<file path="config.mk">
export PLATFORM = sky130hd
export DESIGN_NAME = msw_best
export DESIGN_NICKNAME = d
export VERILOG_FILES = /design/src/rtl/msw_pkg.sv /design/src/rtl/msw_best.sv
export SDC_FILE = /design/constraint.sdc
export NUM_CORES = 1
export LEC_CHECK = 0
export BUFFER_PORTS_ARGS = -buffer_cell sky130_fd_sc_hd__buf_2
export CORE_MARGIN = 8
export CORE_UTILIZATION = 45
export CTS_BUF_LIST = sky130_fd_sc_hd__clkbuf_4 sky130_fd_sc_hd__clkbuf_8
export DETAILED_ROUTE_END_ITERATION = 8
export PLACE_DENSITY_LB_ADDON = 0.08
export SLEW_MARGIN = 40
export SYNTH_ARGS = -nofsm -noshare
export SYNTH_HDL_FRONTEND = slang
export SYNTH_SLANG_ARGS = --single-unit
</file>
<file path="constraint.sdc">
create_clock -name aclk -period 3.9 [get_ports aclk]
set_input_delay 0.585 -clock aclk [delete_from_list [all_inputs] [get_ports aclk]]
set_output_delay 0.585 -clock aclk [all_outputs]
set_load 0.03 [all_outputs]
</file>
<file path="src/rtl/msw_pkg.sv">
`timescale 1ns / 1ps
// Package for the minimum-sum window finder.
// Holds default sizes, register map codes and the stage control struct.
// No dependencies.
package msw_pkg;

    localparam int WINDOW_MAX_DEF  = 1024;
    localparam int SAMPLE_BITS_DEF = 16;
    localparam int COUNT_BITS_DEF  = 20;

    localparam int APB_ADDR_W = 3;
    localparam int APB_DATA_W = 32;
    localparam int LEN_W      = 11;

    localparam logic [APB_ADDR_W-3:0] REG_WINDOW_LEN = 1'b0;
    localparam logic [LEN_W-1:0]      LEN_RESET      = 11'd1;

    // Control that travels with one sample through the pipeline.
    typedef struct packed {
        logic valid;
        logic last;
        logic counted;
        logic sub_en;
        logic full;
    } seq_ctl_t;

endpackage

</file>
<file path="src/rtl/msw_best.sv">
`timescale 1ns / 1ps
// Back stages: running window sum, best-window tracking and result register.
// Depends on msw_pkg; takes the delay-line read data from msw_ram.
module msw_best #(
    parameter int WINDOW_MAX  = msw_pkg::WINDOW_MAX_DEF,
    parameter int SAMPLE_BITS = msw_pkg::SAMPLE_BITS_DEF,
    parameter int COUNT_BITS  = msw_pkg::COUNT_BITS_DEF,
    localparam int CNT_W = COUNT_BITS + 1,
    localparam int SUM_W = SAMPLE_BITS + $clog2(WINDOW_MAX)
) (
    input  logic                   aclk,
    input  logic                   aresetn,
    input  logic                   clear,
    input  msw_pkg::seq_ctl_t      s1_ctl,
    input  logic [SAMPLE_BITS-1:0] s1_sample,
    input  logic [CNT_W-1:0]       s1_start,
    input  logic [SAMPLE_BITS-1:0] rd_data,
    input  logic                   m_tready,
    output logic                   advance,
    output logic                   m_valid,
    output logic [CNT_W-1:0]       m_start,
    output logic [SUM_W-1:0]       m_sum
);
    import msw_pkg::*;

    logic [SUM_W-1:0] sum_reg, sum_next;
    logic [SUM_W-1:0] sum_calc;
    seq_ctl_t         s2_ctl_reg;
    logic [SUM_W-1:0] s2_sum_reg;
    logic [CNT_W-1:0] s2_start_reg;
    logic [SUM_W-1:0] best_val_reg, best_val_next, best_val_new;
    logic [CNT_W-1:0] best_idx_reg, best_idx_next, best_idx_new;
    logic             take;
    logic             fire;
    logic             m_valid_reg, m_valid_next;
    logic [CNT_W-1:0] m_start_reg;
    logic [SUM_W-1:0] m_sum_reg;

    assign advance = !(s2_ctl_reg.valid && s2_ctl_reg.last && m_valid_reg && !m_tready);

    always_comb begin
        sum_calc = sum_reg;
        if (s1_ctl.counted) begin
            sum_calc = sum_reg + SUM_W'(s1_sample)
                     - (s1_ctl.sub_en ? SUM_W'(rd_data) : '0);
        end
        sum_next = sum_reg;
        if (clear) begin
            sum_next = '0;
        end else if (advance && s1_ctl.valid) begin
            sum_next = s1_ctl.last ? '0 : sum_calc;
        end
    end

    assign take = s2_ctl_reg.valid && s2_ctl_reg.counted && s2_ctl_reg.full
               && ((best_idx_reg == '0) || (s2_sum_reg < best_val_reg));
    assign best_val_new = take ? s2_sum_reg : best_val_reg;
    assign best_idx_new = take ? s2_start_reg : best_idx_reg;
    assign fire = advance && s2_ctl_reg.valid && s2_ctl_reg.last;

    always_comb begin
        best_val_next = best_val_reg;
        best_idx_next = best_idx_reg;
        if (clear || fire) begin
            best_val_next = '1;
            best_idx_next = '0;
        end else if (advance) begin
            best_val_next = best_val_new;
            best_idx_next = best_idx_new;
        end
        m_valid_next = m_valid_reg;
        if (fire) begin
            m_valid_next = 1'b1;
        end else if (m_tready) begin
            m_valid_next = 1'b0;
        end
    end

    always_ff @(posedge aclk) begin
        if (!aresetn) begin
            sum_reg      <= '0;
            best_val_reg <= '1;
            best_idx_reg <= '0;
            s2_ctl_reg   <= '0;
            m_valid_reg  <= 1'b0;
        end else begin
            sum_reg      <= sum_next;
            best_val_reg <= best_val_next;
            best_idx_reg <= best_idx_next;
            m_valid_reg  <= m_valid_next;
            if (advance) begin
                s2_ctl_reg <= s1_ctl;
            end
        end
    end

    always_ff @(posedge aclk) begin
        if (advance && s1_ctl.valid) begin
            s2_sum_reg   <= sum_calc;
            s2_start_reg <= s1_start;
        end
        if (fire) begin
            if (best_idx_new == '0) begin
                m_start_reg <= '0;
                m_sum_reg   <= '0;
            end else begin
                m_start_reg <= best_idx_new;
                m_sum_reg   <= best_val_new;
            end
        end
    end

    assign m_valid = m_valid_reg;
    assign m_start = m_start_reg;
    assign m_sum   = m_sum_reg;

    a_final_gives_result: assert property (@(posedge aclk) disable iff (!aresetn)
        fire |=> m_valid_reg)
        else $error("final beat left no result");

    a_empty_result: assert property (@(posedge aclk) disable iff (!aresetn)
        m_valid_reg && (m_start_reg == '0) |-> (m_sum_reg == '0))
        else $error("result without a window carries a nonzero sum");

endmodule
</file>
Yosys cells after proc, flatten, opt, wreduce, memory -nomap -nowiden. Index checks and enable logic that the tools add are counted.

Flip-flop bits (word level): 172. Bits in latches: 0. RAM bits: 0. Bits in read-only memories: 0. Input bits: 62. Output and inout port bits: 49. Word-level logic and storage cells: 41. Memories: 0.

$add $sub $neg: 2. Multipliers: 0. Div/mod/pow operators: 0. $lt $le $gt $ge: 1. Equal/unequal tests: 0. Shifts and indexed selects: 0. Muxes and demuxes: 7. Bitwise operators: 1. Reductions and logical operators: 18.

Operators by type and width (count): 26-bit 2-to-1 mux (3); 21-bit logical NOT (2); 26-bit by 16-bit adder with 26-bit output (1); 26-bit less-than comparator (1); 26-bit by 16-bit subtractor with 26-bit output (1); 21-bit 2-to-1 mux (1); 16-bit 2-to-1 mux (1); 1-bit logical AND (9); 2-bit OR reduction (2); 1-bit logical NOT (2); 1-bit logical OR (2); 1-bit 2-to-1 mux (2); 2-bit nonzero test (1); 1-bit NOT (1).

Depth between registers and ports, before layout.
Word-level depth: 8. Mapped depth: 16. Gate-level depth less buffers: 16.

Worst setup path after synthesis. Ideal clock, no wire load.

Path type: input port to flip-flop. From: input m_tready. To: register best_val_reg[5]. Library setup time: 79 ps. Arrival time: 3512 ps. Data required time: 3821 ps. Slack: 309 ps. Stages: 5. Buffers on the path: 1. Cells stage by stage: nor2b_1 -> nor2_1 -> nor2_1 -> clkbuf_1 -> o211ai_1.

Cells in the longest elaborated chain, start to end: 7.

RTL lines: start, declared (line msw_best.sv:18) `input logic m_tready,`; 1-bit logical NOT (line msw_best.sv:39) `assign advance = !(s2_ctl_reg.valid && s2_ctl_reg.last && m_valid_reg && !m_tready);`; 1-bit logical AND (line msw_best.sv:39); 1-bit logical NOT (line msw_best.sv:39); 1-bit logical AND (2 in series) (line msw_best.sv:59) `assign fire = advance && s2_ctl_reg.valid && s2_ctl_reg.last;`; via fire (line msw_best.sv:34) `logic fire;`; 1-bit logical OR (line msw_best.sv:64) `if (clear || fire) begin`; 2-bit OR reduction (no source line); end signal, assigned (line msw_best.sv:88) `best_val_reg <= best_val_next;`; end, declared (line msw_best.sv:31) `logic [SUM_W-1:0] best_val_reg, best_val_next, best_val_new;`.

The timed path passes the listed nets, and every way through them passes these cells. A chain may end at the register's enable or synchronous reset.

Worst setup path after layout.
From: input s1_ctl[1] (netlist name). To: register s2_sum_reg[22], data pin.

Cells in the longest elaborated chain, start to end: 3.

RTL lines: start, declared (line msw_best.sv:14) `input msw_pkg::seq_ctl_t s1_ctl,`; 16-bit 2-to-1 mux (line msw_best.sv:45) `- (s1_ctl.sub_en ? SUM_W'(rd_data) : '0);`; 26-bit by 16-bit subtractor with 26-bit output (line msw_best.sv:45); 26-bit 2-to-1 mux (line msw_best.sv:43) `if (s1_ctl.counted) begin`; via sum_calc[22] (line msw_best.sv:27) `logic [SUM_W-1:0] sum_calc;`; end signal, assigned (line msw_best.sv:99) `s2_sum_reg <= sum_calc;`; end, declared (line msw_best.sv:29) `logic [SUM_W-1:0] s2_sum_reg;`.

The timed path passes the listed nets, and every way through them passes these cells.

==> summary.json <==
{
  "setup_path": {
    "critical-path-top-delay-family": "compound AO/OA/AOI/OAI gates",
    "maximum_fanout_along_the_worst_path": 9,
    "worst_path_largest_cell_delay_ns": 0.47,
    "cp_slowest_cell": "sky130_fd_sc_hd__fa_1",
    "timing.critical_path.from_type": "input pin",
    "cp-end-kind": "flop",
    "worstPathCellList": "buf_2, and2_1, fa_1, inv_1, ha_1, nor2b_1, o21a_1, o21ai_2, a21oi_2, o311ai_4, o21ai_1, a21o_1, a21oi_1, xnor2_1, mux2_2",
    "critical_path_arrival_ns": 3.66,
    "cp.buffers_inverters": 2,
    "required_ns": 4.10,
    "timing_worst_setup_path_type": "input pin to flop"
  },
  "detailed_routing": {
    "drt_first_iter_violations": 340,
    "via_per_inst": 5.04,
    "average_wire_length_per_cell_after_detail_routing_um": 15.1,
    "routed-via-count": 6557,
    "routed_wl_mm": 19.6,
    "first_pass_iters": 5,
    "drtAntennaViolNets": 0,
    "drc": 0
  },
  "cells_and_area": {
    "area_delta_synth_final_pct": 14.7,
    "layout-drive-gt1-share": 0.206,
    "layout.nets": 1147,
    "fillers": 1881,
    "final_design_area_no_fill_um2": 10500,
    "area_taken_by_flip_flops_and_latches_um2": 4380,
    "layout.core_utilization": 0.522,
    "antenna_cells_inserted": 0,
    "multiInputGateArea_um2": 4210
  },
  "power": {
    "cellPowerDensity_nw_per_um2": 380,
    "p_leak_nw": 4.91,
    "max-vdd-ir-drop_mv": 0.165,
    "post-layout-total-power_w": 0.00399
  },
  "sta": {
    "drv_slew": 0,
    "setup_ws_post_layout_ns": 0.440,
    "setup_violations": 0,
    "rsz0062_at_grt": "no",
    "worst-slew-pin-transition_ns": 0.776,
    "period_share": 0.887,
    "finClkSkew_ns": 0.0110,
    "finalWorstPathRequiredPeriod_ns": 3.46,
    "worst_slew_margin_rel": 0.480,
    "timing.fmax_mhz": 289,
    "hold_violations_final": 0,
    "setup_tns_ns": 0
  },
  "cts": {
    "clk_pin_slew_ns": 0.09,
    "clock_sink_count": 172,
    "clockRootBuffer": "sky130_fd_sc_hd__clkbuf_8",
    "h-tree-depth": 4,
    "cts_resized": 0,
    "clock_insertion_delay_worst_skew_ns": 0.45,
    "cts_inserted_buffers": 17,
    "cts.path.max_buffers": 2,
    "cts_tree": "built",
    "cts_hold_buf": 0,
    "post-cts-setup-buffer-count": 0
  },
  "global_routing": {
    "global_route.usage.met2": 0.254,
    "global_route.overflow_total": 0,
    "gr-usage-met3": 0.0394,
    "grt_start_max_net_pins": 34,
    "gr-usage-all-layers": 0.163,
    "grt.met1_usage": 0.222,
    "grt_most_used_layer": "met2",
    "grt_pass1_vias": 6428,
    "grt_first_pass_wirelength_mm": 32.3,
    "grt_antenna_before_repair": 1
  },
  "synth": {
    "synth-warning-count": 0,
    "yosys-top-cells-area": "sky130_fd_sc_hd__edfxtp_1 (31%), sky130_fd_sc_hd__dfxtp_1 (17%), sky130_fd_sc_hd__ha_1 (7.0%)",
    "synth_area_leader_cell": "sky130_fd_sc_hd__edfxtp_1",
    "area_share_of_the_largest_cell_type_after_synthesis": 0.309,
    "syn-num-nets": 1027,
    "synth-main-ff-cell": "sky130_fd_sc_hd__edfxtp_1",
    "ys_ff_latch": 172,
    "yosysMostFrequentCell": "sky130_fd_sc_hd__nand2_1",
    "synth-seq-area-share": 0.480,
    "synth-async-reset-ratio": 0,
    "synthCells": 898,
    "synthesis.area_per_instance_um2": 10.2,
    "ys_types": 62,
    "synthesis.area_um2": 9140,
    "number_of_synthesized_flops_with_an_enable_pin": 94,
    "synth_top_cells_by_count": "sky130_fd_sc_hd__nand2_1 (113), sky130_fd_sc_hd__inv_1 (103), sky130_fd_sc_hd__edfxtp_1 (94)"
  },
  "floorplanning": {
    "die_width_um": 159,
    "height_of_the_die_um": 159,
    "top_level_ports": 111,
    "die_area_um2": 25100,
    "floorplan.core_area_um2": 20100,
    "start_util": 0.455,
    "floorplan.rows": 52
  },
  "flow_run": {
    "max_cap_viol_count": 0
  },
  "place": {
    "place_area_um2": 10100,
    "placement.setup.worst_slack_ns": -0.00823,
    "gp_congestion": 0.865,
    "numPortBuffers": 110,
    "place_hpwl_mm": 14.9
  },
  "status": {
    "status": "complete, no violations"
  },
  "worst_hold_path": {
    "min-delay-path-class": "input pin to flop"
  }
}
## cells in the final DEF (no fill, tap or decap), types with 10 or more instances in the layout
master and instances:
sky130_fd_sc_hd__a21o_1 25, sky130_fd_sc_hd__a21oi_1 53, sky130_fd_sc_hd__a22o_1 10, sky130_fd_sc_hd__and2_1 16, sky130_fd_sc_hd__buf_2 110, sky130_fd_sc_hd__buf_4 22, sky130_fd_sc_hd__clkbuf_8 20, sky130_fd_sc_hd__dfxtp_1 78
sky130_fd_sc_hd__edfxtp_1 94, sky130_fd_sc_hd__fa_1 16, sky130_fd_sc_hd__ha_1 51, sky130_fd_sc_hd__inv_1 102, sky130_fd_sc_hd__mux2_2 21, sky130_fd_sc_hd__mux2i_1 28, sky130_fd_sc_hd__nand2_1 113, sky130_fd_sc_hd__nor2_1 59
sky130_fd_sc_hd__o211ai_1 28, sky130_fd_sc_hd__o21ai_0 27, sky130_fd_sc_hd__xnor2_1 13
## where the power goes
group | leakage (nW) | internal (W) | switching [W]
logic | 3.11 | 0.000320 | 0.000424
registers | 1.60 | 0.00200 | 0.0000530
clock network | 0.200 | 0.000569 | 0.000624
## cell families (layout without fill, tap and decap cells)
group,count (synthesis),in the layout,synth area share
multiplexers,53,53,0.0615
XOR/XNOR,19,19,0.0182
AO/OA/AOI/OAI,200,200,0.152
AND/OR/NAND/NOR,249,249,0.123
flip-flops,172,172,0.480
buffers and inverters,138,271,0.0608
adder cells (fa/ha/maj),67,67,0.105
## final timing paths
path | startpoint | to | slack [ns] | depth (start not counted)
setup / recovery | s1_ctl[1] | s2_sum_reg[22] | 0.44 | 15
hold / removal | s1_start[15] | s2_start_reg[15] | 0.31 | 1
setup reg to reg | sum_reg[2] | s2_sum_reg[22] | 0.45 | 14
hold reg to reg | sum_reg[8] | sum_reg[8] | 0.46 | 2
## layer usage
| layer | vias up | share of wire |
|---|---|---|
| met5 | - | 0.00051 |
| li1 | 3366 | - |
| met1 | 3036 | 0.49 |
| met3 | 20 | 0.047 |
| met2 | 133 | 0.44 |
| met4 | 2 | 0.015 |
## final cells by class
class / instances / share of cell area
Inverter: 103 / 0.0369
Sequential cell: 172 / 0.418
Tap cell: 270 / 0.0322
Clock inverter: 10 / 0.00847
Clock buffer: 22 / 0.0277
Multi-Input combinational cell: 588 / 0.401
Timing Repair Buffer: 136 / 0.0754
## through the flow
step / instances / hold WS, ns
2_1_floorplan: 898 / 0.432
3_3_place_gp: 1268 / 0.438
3_5_place_dp: 1269 / 0.444
4_1_cts: 1301 / 0.275
5_1_grt: 1301 / 0.259
6_report: 1301 / 0.307
## worst reg2reg max path, stage by stage, from the launching register on
cell                       delay (ns)
sky130_fd_sc_hd__dfxtp_1         0.34
sky130_fd_sc_hd__inv_1           0.08
sky130_fd_sc_hd__fa_1            0.50
sky130_fd_sc_hd__inv_1           0.04
sky130_fd_sc_hd__ha_1            0.29
sky130_fd_sc_hd__nor2b_1         0.13
sky130_fd_sc_hd__o21a_1          0.18
sky130_fd_sc_hd__o21ai_2         0.21
sky130_fd_sc_hd__a21oi_2         0.12
sky130_fd_sc_hd__o311ai_4        0.39
sky130_fd_sc_hd__o21ai_1         0.17
sky130_fd_sc_hd__a21o_1          0.20
sky130_fd_sc_hd__a21oi_1         0.18
sky130_fd_sc_hd__xnor2_1         0.10
sky130_fd_sc_hd__mux2_2          0.27
(Power assumes the default switching activity.)
