$ cat src/rtl/msw_pkg.sv
`timescale 1ns / 1ps
// Package for the minimum-sum window finder.
// Holds default sizes, register map codes and the stage control struct.
// No dependencies.
package msw_pkg;

    localparam int WINDOW_MAX_DEF  = 1024;
    localparam int SAMPLE_BITS_DEF = 16;
    localparam int COUNT_BITS_DEF  = 20;

    localparam int APB_ADDR_W = 3;
    localparam int APB_DATA_W = 32;
    localparam int LEN_W      = 11;

    localparam logic [APB_ADDR_W-3:0] REG_WINDOW_LEN = 1'b0;
    localparam logic [LEN_W-1:0]      LEN_RESET      = 11'd1;

    // Control that travels with one sample through the pipeline.
    typedef struct packed {
        logic valid;
        logic last;
        logic counted;
        logic sub_en;
        logic full;
    } seq_ctl_t;

endpackage

$ cat src/rtl/msw_seq.sv
`timescale 1ns / 1ps
// Front stage: write pointer, sample counter and delay-line addressing.
// Depends on msw_pkg; drives the write and read ports of msw_ram.
module msw_seq #(
    parameter int WINDOW_MAX  = msw_pkg::WINDOW_MAX_DEF,
    parameter int SAMPLE_BITS = msw_pkg::SAMPLE_BITS_DEF,
    parameter int COUNT_BITS  = msw_pkg::COUNT_BITS_DEF,
    localparam int ADDR_W = $clog2(WINDOW_MAX),
    localparam int EFF_W  = $clog2(WINDOW_MAX + 1),
    localparam int CNT_W  = COUNT_BITS + 1
) (
    input  logic                   aclk,
    input  logic                   aresetn,
    input  logic                   clear,
    input  logic                   advance,
    input  logic                   accept,
    input  logic [SAMPLE_BITS-1:0] sample,
    input  logic                   last,
    input  logic [EFF_W-1:0]       eff_len,
    output logic                   ram_we,
    output logic [ADDR_W-1:0]      ram_waddr,
    output logic [SAMPLE_BITS-1:0] ram_wdata,
    output logic                   ram_re,
    output logic [ADDR_W-1:0]      ram_raddr,
    output msw_pkg::seq_ctl_t      s1_ctl,
    output logic [SAMPLE_BITS-1:0] s1_sample,
    output logic [CNT_W-1:0]       s1_start
);
    import msw_pkg::*;

    localparam int CALC_W = ADDR_W + 2;
    localparam logic [CALC_W-1:0] DEPTH_C = CALC_W'(WINDOW_MAX);
    localparam logic [ADDR_W-1:0] PTR_TOP = ADDR_W'(WINDOW_MAX - 1);

    logic [ADDR_W-1:0]      ptr_reg, ptr_next;
    logic [CNT_W-1:0]       cnt_reg, cnt_next;
    logic [CNT_W-1:0]       cnt_inc;
    logic [CNT_W-1:0]       start;
    logic [CALC_W-1:0]      back_sum;
    logic [ADDR_W-1:0]      old_addr;
    logic                   counted;
    logic                   sub_en;
    logic                   full;
    seq_ctl_t               s1_ctl_reg;
    logic [SAMPLE_BITS-1:0] s1_sample_reg;
    logic [CNT_W-1:0]       s1_start_reg;

    assign counted  = !cnt_reg[CNT_W-1];
    assign cnt_inc  = cnt_reg + 1'b1;
    assign sub_en   = 32'(cnt_reg) >= 32'(eff_len);
    assign full     = 32'(cnt_inc) >= 32'(eff_len);
    assign start    = cnt_inc - CNT_W'(eff_len) + 1'b1;
    assign back_sum = CALC_W'(ptr_reg) + DEPTH_C - CALC_W'(eff_len);
    assign old_addr = (back_sum >= DEPTH_C) ? ADDR_W'(back_sum - DEPTH_C)
                                            : ADDR_W'(back_sum);

    assign ram_we    = accept && counted;
    assign ram_waddr = ptr_reg;
    assign ram_wdata = sample;
    assign ram_re    = accept && counted && sub_en;
    assign ram_raddr = old_addr;

    always_comb begin
        ptr_next = ptr_reg;
        cnt_next = cnt_reg;
        if (clear) begin
            ptr_next = '0;
            cnt_next = '0;
        end else if (accept) begin
            if (last) begin
                ptr_next = '0;
                cnt_next = '0;
            end else if (counted) begin
                ptr_next = (ptr_reg == PTR_TOP) ? '0 : ptr_reg + 1'b1;
                cnt_next = cnt_inc;
            end
        end
    end

    always_ff @(posedge aclk) begin
        if (!aresetn) begin
            ptr_reg    <= '0;
            cnt_reg    <= '0;
            s1_ctl_reg <= '0;
        end else begin
            ptr_reg <= ptr_next;
            cnt_reg <= cnt_next;
            if (advance) begin
                s1_ctl_reg.valid   <= accept;
                s1_ctl_reg.last    <= last;
                s1_ctl_reg.counted <= counted;
                s1_ctl_reg.sub_en  <= sub_en;
                s1_ctl_reg.full    <= full;
            end
        end
    end

    always_ff @(posedge aclk) begin
        if (accept) begin
            s1_sample_reg <= sample;
            s1_start_reg  <= start;
        end
    end

    assign s1_ctl    = s1_ctl_reg;
    assign s1_sample = s1_sample_reg;
    assign s1_start  = s1_start_reg;

    a_last_clears: assert property (@(posedge aclk) disable iff (!aresetn)
        accept && last |=> (cnt_reg == '0) && (ptr_reg == '0))
        else $error("sequence state not cleared after final beat");

    a_count_step: assert property (@(posedge aclk) disable iff (!aresetn)
        accept && !last && !clear && counted |=> cnt_reg == $past(cnt_reg) + 1'b1)
        else $error("sample counter did not advance on a counted beat");

endmodule

$ cat config.mk
export PLATFORM = sky130hd
export DESIGN_NAME = msw_seq
export DESIGN_NICKNAME = d
export VERILOG_FILES = /design/src/rtl/msw_pkg.sv /design/src/rtl/msw_seq.sv
export SDC_FILE = /design/constraint.sdc
export NUM_CORES = 1
export LEC_CHECK = 0
export ABC_CLOCK_PERIOD_IN_PS = 6500
export BUFFER_PORTS_ARGS = -buffer_cell sky130_fd_sc_hd__buf_2
export CORE_AREA = 2 2 113 115
export DETAILED_ROUTE_END_ITERATION = 16
export DIE_AREA = 0 0 115 117
export MAX_ROUTING_LAYER = met4
export PLACE_DENSITY_LB_ADDON = 0.15
export SLEW_MARGIN = 20
export SYNTH_ARGS = -nofsm -noshare
export SYNTH_HDL_FRONTEND = slang
export SYNTH_SLANG_ARGS = --single-unit
export TNS_END_PERCENT = 30
$ cat constraint.sdc
create_clock -name aclk -period 6.5 [get_ports aclk]
set_clock_uncertainty 0.1 [all_clocks]
set_input_delay 0.65 -clock aclk [delete_from_list [all_inputs] [get_ports aclk]]
set_output_delay 0.65 -clock aclk [all_outputs]
set_load 0.05 [all_outputs]
=== Word-level counts from Yosys, hierarchy flattened ===
Cells that the tools add are included.

* Multiply operators: 0
* Reductions and logical operators: 5
* Div/mod/pow operators: 0
* Add/sub/neg operators: 7
* Order comparisons: 3
* Bitwise logic cells: 1
* Mux-type cells: 6
* Equal/unequal tests: 2
* Shifts and indexed selects: 0

{| class="wikitable"
|+ Operators with widths
! kind !! number
|-
| 21-bit by 1-bit adder with 21-bit output (second input constant) || 2
|-
| 21-bit by 11-bit greater-or-equal comparator with 1-bit output || 2
|-
| 21-bit two-way mux || 2
|-
| 10-bit two-way mux || 4
|-
| 21-bit by 11-bit subtractor with 21-bit output || 1
|-
| 10-bit by 11-bit adder with 12-bit output (second input constant) || 1
|-
| 12-bit by 11-bit greater-or-equal comparator with 1-bit output (second input constant) || 1
|-
| 12-bit by 11-bit subtractor with 12-bit output || 1
|-
| 10-bit by 1-bit adder with 10-bit output (second input constant) || 1
|-
| 10-bit equality test (second input constant) || 1
|-
| 10-bit by 1-bit subtractor with 10-bit output (second input constant) || 1
|-
| 1-bit logical AND || 2
|-
| 2-bit inequality test (second input constant) || 1
|-
| 2-bit AND reduction || 1
|-
| 2-bit OR reduction || 1
|-
| 1-bit zero test || 1
|-
| 1-bit NOT || 1
|}

* Memories: 0
* Register bits after elaboration: 73
* Latch bits: 0
* Memory bits (read-only): 0
* Bits of input ports: 33
* Output and inout port bits: 80
* Memory bits (writable): 0

=== Depth between registers and ports, before layout ===
Gate-level depths: netlist of run 1.

* Depth after elaboration: 4
* Depth in mapped cells: 13

=== Worst setup path before layout of run 1 ===
OpenSTA, ideal clock, no wires.

* Path type: register to output
* Start: reg ptr_reg[0] (netlist: ram_waddr[0])
* End: out ram_raddr[8]
* Stages on the path, launching flop included: 10
* Path slack: 2.821 ns
* Data arrival time: 2.929 ns
* Cell sequence: dfxtp_1 > inv_1 > ha_1 > fa_1 > nor2b_1 > o21ai_0 > a21boi_0 > o21ai_0 > a211oi_1 > xor2_1

* Word-level cells in the longest chain between the ends: 4

{| class="wikitable"
|+ RTL lines
! item !! line !! source
|-
| start, declared || msw_seq.sv:35 || <nowiki>logic [ADDR_W-1:0] ptr_reg, ptr_next;</nowiki>
|-
| start signal, assigned || msw_seq.sv:86 || <nowiki>ptr_reg <= ptr_next;</nowiki>
|-
| 10-bit by 11-bit adder with 12-bit output * || msw_seq.sv:53 || <nowiki>assign back_sum = CALC_W'(ptr_reg) + DEPTH_C - CALC_W'(eff_len);</nowiki>
|-
| 12-bit by 11-bit subtractor with 12-bit output * || msw_seq.sv:53 ||
|-
| 10-bit by 1-bit subtractor with 10-bit output or 12-bit by 11-bit greater-or-equal comparator with 1-bit output (tied branches) || msw_seq.sv:54 || <nowiki>assign old_addr = (back_sum >= DEPTH_C) ? ADDR_W'(back_sum - DEPTH_C)</nowiki>
|-
| 10-bit two-way mux * || msw_seq.sv:54 ||
|-
| end, declared || msw_seq.sv:24 || <nowiki>output logic [ADDR_W-1:0] ram_raddr,</nowiki>
|}

Mark *: on every way between the ends. The rest lies on a longest branch, timed or not.

=== Worst setup path in the final report of run 1 ===
* Start: reg cnt_reg[2]
* End: reg s1_start_reg[19] (netlist: s1_start[19]) (data pin)

* Word-level cells in the longest chain between the ends: 3

{| class="wikitable"
|+ RTL lines
! item !! line !! source
|-
| start, declared || msw_seq.sv:36 || <nowiki>logic [CNT_W-1:0] cnt_reg, cnt_next;</nowiki>
|-
| start signal, assigned || msw_seq.sv:87 || <nowiki>cnt_reg <= cnt_next;</nowiki>
|-
| 21-bit by 1-bit adder with 21-bit output || msw_seq.sv:49 || <nowiki>assign cnt_inc = cnt_reg + 1'b1;</nowiki>
|-
| 21-bit by 11-bit subtractor with 21-bit output || msw_seq.sv:52 || <nowiki>assign start = cnt_inc - CNT_W'(eff_len) + 1'b1;</nowiki>
|-
| 21-bit by 1-bit adder with 21-bit output || msw_seq.sv:52 ||
|-
| via start[19] || msw_seq.sv:38 || <nowiki>logic [CNT_W-1:0] start;</nowiki>
|-
| end signal, assigned || msw_seq.sv:101 || <nowiki>s1_start_reg <= start;</nowiki>
|-
| end, declared || msw_seq.sv:46 || <nowiki>logic [CNT_W-1:0] s1_start_reg;</nowiki>
|}

The timed path passes the listed nets, and every way through them passes these cells.
A chain may end at the register's enable or synchronous reset.

==> results of run 1 <==
power by group:
| part | switching (W) | internal [W] | leakage, nW |
|---|---|---|---|
| Combinational | 0.000158 | 0.0000494 | 2.09 |
| Clock | 0.000193 | 0.000371 | 0.167 |
| Sequential | 0.00000466 | 0.000502 | 0.627 |
| Total | 0.000355 | 0.000923 | 2.88 |
stage by stage:
step | cells | cell area [um2] | setup WS, ns | total power [W]
CTS | 824 | 6299 | 2.743 | 0.001292
global placement | 808 | 5964 | 2.840 | 0.0007226
detailed placement | 808 | 5964 | 2.772 | 0.0007252
global route | 824 | 6299 | 2.444 | 0.001323
finish | 824 | 6299 | 2.704 | 0.001278
floorplan | 572 | 5368 | 2.821 | 0.0006729
cells in the mapped netlist, types with 9 or more instances:
cell / instances
ha_1: 65
nand2_1: 41
inv_1: 51
nor2_1: 52
nand3_1: 13
xnor2_1: 24
buf_4: 16
a22oi_1: 15
xor2_1: 20
a21o_1: 10
edfxtp_1: 37
nand4_1: 9
dfxtp_1: 36
nor3_1: 10
o21ai_0: 20
a21oi_1: 32
area by class of cell:
| cell class | instances | area [um2] | area share (%) |
|---|---|---|---|
| clock inverters | 7 | 108.9 | 1.728 |
| clock buffers | 9 | 225.2 | 3.576 |
| flip-flops and latches | 73 | 1832 | 29.08 |
| inverters | 51 | 191.4 | 3.039 |
| multi-input cells | 420 | 3178 | 50.46 |
| repair buffers | 114 | 575.6 | 9.138 |
| well taps | 150 | 187.7 | 2.980 |
worst max-delay path: stages (launching register included):
cell and delay (ns):
dfxtp_1 0.46, nand2_1 0.21, nor3_4 0.39, and3_1 0.27
xor2_1 0.21, ha_1 0.21, inv_1 0.06, fa_1 0.57
inv_1 0.09, a21o_1 0.19, nand4b_1 0.25, and3b_4 0.24
o21ai_0 0.20, a211oi_2 0.10
routing by layer:
layer | wire length (um) | vias to the layer above | GRT usage, %
li1 | - | 2223 | -
met1 | 5846 | 2114 | 25.23
met2 | 5970 | 163 | 33.69
met3 | 735 | 14 | 2.729
met4 | 210 | 0 | 7.871
met5 | 0 | - | -
placed cells by master (no fill, tap or decap), types with 3 or more instances in the layout:
master     count
clkbuf_16      9
buf_2        112
inv_1         51
a21o_1        10
o211ai_1       4
mux2i_1        4
bufinv_16      3
nor4_1         6
and3_1         7
o2111a_1       3
o21a_1         3
clkinv_2       3
a21oi_1       32
nand4_1        9
nor3_1        10
nand3b_1       3
nand2_1       41
a211oi_1       4
a22oi_1       15
nor2b_1        8
or3_1          6
nand3_1       13
edfxtp_1      37
o21ai_0       19
dfxtp_1       36
xnor2_1       24
xor2_1        20
a21boi_0       3
fa_1           6
o21bai_1       6
ha_1          65
a31oi_1        6
nor2_1        52
cells by family (layout without fill, tap and decap cells):
| logic type | count (synthesis) | after routing | synth area share (%) |
|---|---|---|---|
| and+or+nand+nor | 173 | 173 | 17.13 |
| AOI/OAI and AO/OA | 124 | 124 | 15.66 |
| buffers and inverters | 79 | 181 | 6.736 |
| adders and majority gates | 71 | 71 | 17.39 |
| xor gates and xnor gates | 46 | 46 | 7.786 |
| DFF | 73 | 73 | 34.13 |
| muxes | 6 | 6 | 1.166 |
final timing paths:
check	startpoint	slack, ns	to	cells after the start
min reg2reg	s1_ctl[2]$_SDFFE_PN0P_	0.39	s1_ctl[2]$_SDFFE_PN0P_	1
min	s1_ctl[2]$_SDFFE_PN0P_	0.39	s1_ctl[2]$_SDFFE_PN0P_	1
max reg2reg	cnt_reg[2]$_SDFFE_PP0P_	2.70	s1_start[19]$_DFFE_PP_	13
max	cnt_reg[2]$_SDFFE_PP0P_	2.70	s1_start[19]$_DFFE_PP_	13
==> qor.yml, run 1 <==
cts_setup_buffers: 0
grt_max_degree: 43
async_reset_ff_share_pct: 0
fp.coreArea_mm2: 0.01231
dr.pass1.iters: 5
antenna_left: 0
dieArea_mm2: 0.01346
viasPerCell: 5.478
crit_path_end_kind: "flip-flop"
finalWirelength_um: 12760
hold_viol: 0
synth_edf_count: 37
synth_nets: 676
finalSetupTns_ns: 0
clockRootBuffer: "clkbuf_16"
critPathArrivalTime_ns: 3.78
setup.worst_path.start_class: "flip-flop"
cap_violations: 0
n_antenna_cell: 0
clk_pin_slew_ns: 0.06
portBuffers: 112
relSlewSlack_pct: 25.42
gp_congestion: 0.9190
clk_path_buf_depth: 2
clock-sinks: 73
synth_top_area_share_pct: 20.70
hold_ws_ns: 0.3929
fmax_ghz: 0.2634
fin_nets: 773
netlist_area_mm2: 0.005368
vdd_drop_max_mv: 0.1220
synth_flop_cell: "edfxtp_1"
overflow: 0
worst_pin_slew_ns: 1.119
hold_path_class: "flip-flop to flip-flop"
fin_crit_sh_pct: 58.41
die_w_um: 115
drive_gt1_share_pct: 22.55
vias: 4514
grt_use_total_pct: 20.27
drv_slew: 0
syn_area_per_cell_um2: 9.384
grt_setup_unrepaired: "false"
powerDensity_mw_per_mm2: 202.9
post-dp-hpwl_um: 9607
yosysTopAreaCell: "edfxtp_1"
synthTopCellsByArea: "edfxtp_1, ha_1, dfxtp_1"
core.rowCount: 41
critPathRequiredTime_ns: 6.49
cts_tree: "built"
antenna_found_initial: 0
crit_type: "flip-flop to flip-flop"
drc: 0
setup_viol: 0
drt_iter0_drc: 280
yosysUniqueCellTypes: 64
syn_inst: 572
grt_pass1_vias: 4272
final_util_pct: 51.16
ys_warn_count: 0
min_period_ns: 3.796
power_leakage_nw: 2.879
nFillCells: 1184
io_pins: 113
crit_fanout: 9
clk_latency_ns: 0.34
ys_ff_latch: 73
postCtsHoldBufs: 0
detail_route.wl_per_cell_um: 15.49
cts_buffers: 9
die_h_um: 117
cts_resized: 0
initial_core_util_pct: 43.60
status: "finished, final reports clean"
ys_seq_area_share_pct: 34.13
area_growth_pct: 17.34
grt_pass1_wl_um: 20620
htreeDepth: 3
Power figures use the tool's default switching activity.
==> inputs of run 2 (changes only) <==
Settings changed: ABC_CLOCK_PERIOD_IN_PS 6500 to 3250.
Clock period 6.5 ns to 3.25 ns, I/O delays scaled along.
==> qor.yml, run 2 (synthesis gave the netlist of run 1 again) <==
dieArea_mm2: 0.01346  # unchanged
io_pins: 113  # unchanged
setup_viol: 0  # unchanged
finalWirelength_um: 13390  # +4.9%
crit_fanout: 5  # -4
grt_max_degree: 39  # -9.3%
clock-sinks: 73  # unchanged
r2r_start: "cnt_reg[1]$_SDFFE_PP0P_"
die_w_um: 115  # unchanged
gp_congestion: 0.8625  # -6.1%
core.rowCount: 41  # unchanged
worst-r2r-setup-slack_ns: 0.06  # -2.65 ns
vdd_drop_max_mv: 0.3001  # +150%
power_leakage_nw: 3.295  # +14%
vias: 4683  # +3.7%
cts_buffers: 9  # unchanged
viasPerCell: 5.244  # -4.3%
status: "finished, final reports clean"
hold_viol: 0  # unchanged
overflow: 0  # unchanged
p_total_w: 0.002546  # +99%
dr.pass1.iters: 4  # -1
final_common_cell: "buf_2"
crit_path_end_kind: "flip-flop"
detail_route.wl_per_cell_um: 15.00  # -3.2%
n_antenna_cell: 0  # unchanged
min_period_ns: 3.194  # -0.6027 ns
die_h_um: 117  # unchanged
final_cell_mix: "buf_2, buf_4, ha_1"
fin_nets: 842  # +8.9%
cpPeakStageDelay_ns: 0.37  # -0.20 ns
relSlewSlack_pct: 50.67  # +25 points
cap_violations: 0  # unchanged
crit_slowest_cell: "dfxtp_4"
worst_pin_slew_ns: 0.7351  # -0.3837 ns
critPathRequiredTime_ns: 3.33  # -3.16 ns
crit_chain: "ha_4, nand3_4, buf_4, nor4_4, buf_4, nand4_2, xnor2_2, inv_1, ha_1, nand2_1, nand2_1, a21oi_1, o21bai_1, mux2_4, a211oi_2"
fmax_ghz: 0.3131  # +19%
clk_latency_ns: 0.34  # about the same
fp.coreArea_mm2: 0.01231  # unchanged
grt_pass1_vias: 4572  # +7.0%
setup.worst_path.start_class: "flip-flop"
grt_pass1_wl_um: 21360  # +3.6%
htreeDepth: 3  # unchanged
clockRootBuffer: "clkbuf_16"
fin_crit_sh_pct: 98.27  # +40 points
drv_slew: 0  # unchanged
finalSetupTns_ns: 0  # unchanged
initial_core_util_pct: 43.60  # unchanged
r2r_end: "s1_start[19]$_DFFE_PP_"
post-dp-hpwl_um: 10350  # +7.7%
hold_depth: 1  # unchanged
grt_use_total_pct: 20.97  # +0.70 points
antenna_found_initial: 0  # unchanged
antenna_left: 0  # unchanged
reg2regPathDepth: 15  # +2
powerDensity_mw_per_mm2: 363.0  # +79%
grt_setup_unrepaired: "true"
drt_iter0_drc: 220  # -21%
drive_gt1_share_pct: 34.86  # +12 points
hold_start: "sample[4]"
hold_path_class: "input pin to flip-flop"
hold_end: "s1_sample[4]$_DFFE_PP_"
clk_path_buf_depth: 2  # unchanged
portBuffers: 112  # unchanged
drc: 0  # unchanged
cts_tree: "built"
area_growth_pct: 30.65
clk_pin_slew_ns: 0.06  # about the same
crit_type: "flip-flop to flip-flop"
critPathArrivalTime_ns: 3.27  # -0.51 ns
run 2: cell type report:
type | count | area, um2
sequential | 73 | 1854
clock inverter | 4 | 73.82
inverter | 51 | 191.4
fill | 1084 | 5299
multi-input combinational | 420 | 3349
timing repair buffer | 183 | 1096
clock buffer | 12 | 260.3
tap | 150 | 187.7
run 2: how the worst max path moves through the flow:
| stage | startpoint | endpoint |
|---|---|---|
| floorplan | cnt_reg[2]$_SDFFE_PP0P_ | s1_start[19]$_DFFE_PP_ |
| global placement | cnt_reg[0]$_SDFFE_PP0P_ | s1_start[20]$_DFFE_PP_ |
| detailed placement | cnt_reg[0]$_SDFFE_PP0P_ | s1_start[18]$_DFFE_PP_ |
| CTS | cnt_reg[0]$_SDFFE_PP0P_ | s1_start[19]$_DFFE_PP_ |
| global route | cnt_reg[1]$_SDFFE_PP0P_ | s1_start[19]$_DFFE_PP_ |
| finish | cnt_reg[1]$_SDFFE_PP0P_ | s1_start[19]$_DFFE_PP_ |
run 2: stage by stage:
stage / util, % / cells / hold WS [ns] / setup WS (ns) / instance area [um2]
3_5_place_dp: 52.26 / 870 / 0.3747 / -0.06830 / 6434
3_3_place_gp: 52.26 / 870 / 0.3622 / 0.01351 / 6434
6_report: 56.96 / 893 / 0.06893 / 0.05627 / 7013
5_1_grt: 56.96 / 893 / 0.06470 / -0.1315 / 7013
4_1_cts: 55.37 / 888 / 0.06048 / -0.03097 / 6817
2_1_floorplan: - / 572 / 0.3206 / -0.05050 / 5375
run 2: worst max-delay path, delay by kind of cell, from the launching register on:
family | cells | cell delay, ns
fa+ha+maj | 2 | 0.45
mux | 1 | 0.34
flops | 1 | 0.37
simple gates | 5 | 0.56
buf+inv | 3 | 0.44
compound gates | 3 | 0.52
xor+xnor | 1 | 0.25
run 2: what timing repair did:
item	in CTS	in global routing
setup endpoints to repair	8	10
pin swaps	3	12
setup buffers	2	5
gates resized for setup	8	40
hold buffers	0	0
run 2: where the power goes:
group / internal [W] / leakage [nW] / total (W) / switching [W]
registers: 0.00100 / 0.632 / 0.00101 / 0.00000865
clock network: 0.000725 / 0.168 / 0.00111 / 0.000382
logic: 0.000110 / 2.49 / 0.000431 / 0.000320
total: 0.00184 / 3.29 / 0.00255 / 0.000711
run 2: routing by layer:
| layer | global-route usage [%] | part of all wire (%) | vias to the layer above | wire, um |
|---|---|---|---|---|
| met5 | - | 0 | - | 0 |
| met4 | 7.390 | 1.8 | 0 | 240 |
| met3 | 3.347 | 4.7 | 13 | 636 |
| met2 | 35.65 | 46 | 125 | 6223 |
| met1 | 25.40 | 47 | 2186 | 6290 |
| li1 | - | - | 2359 | - |
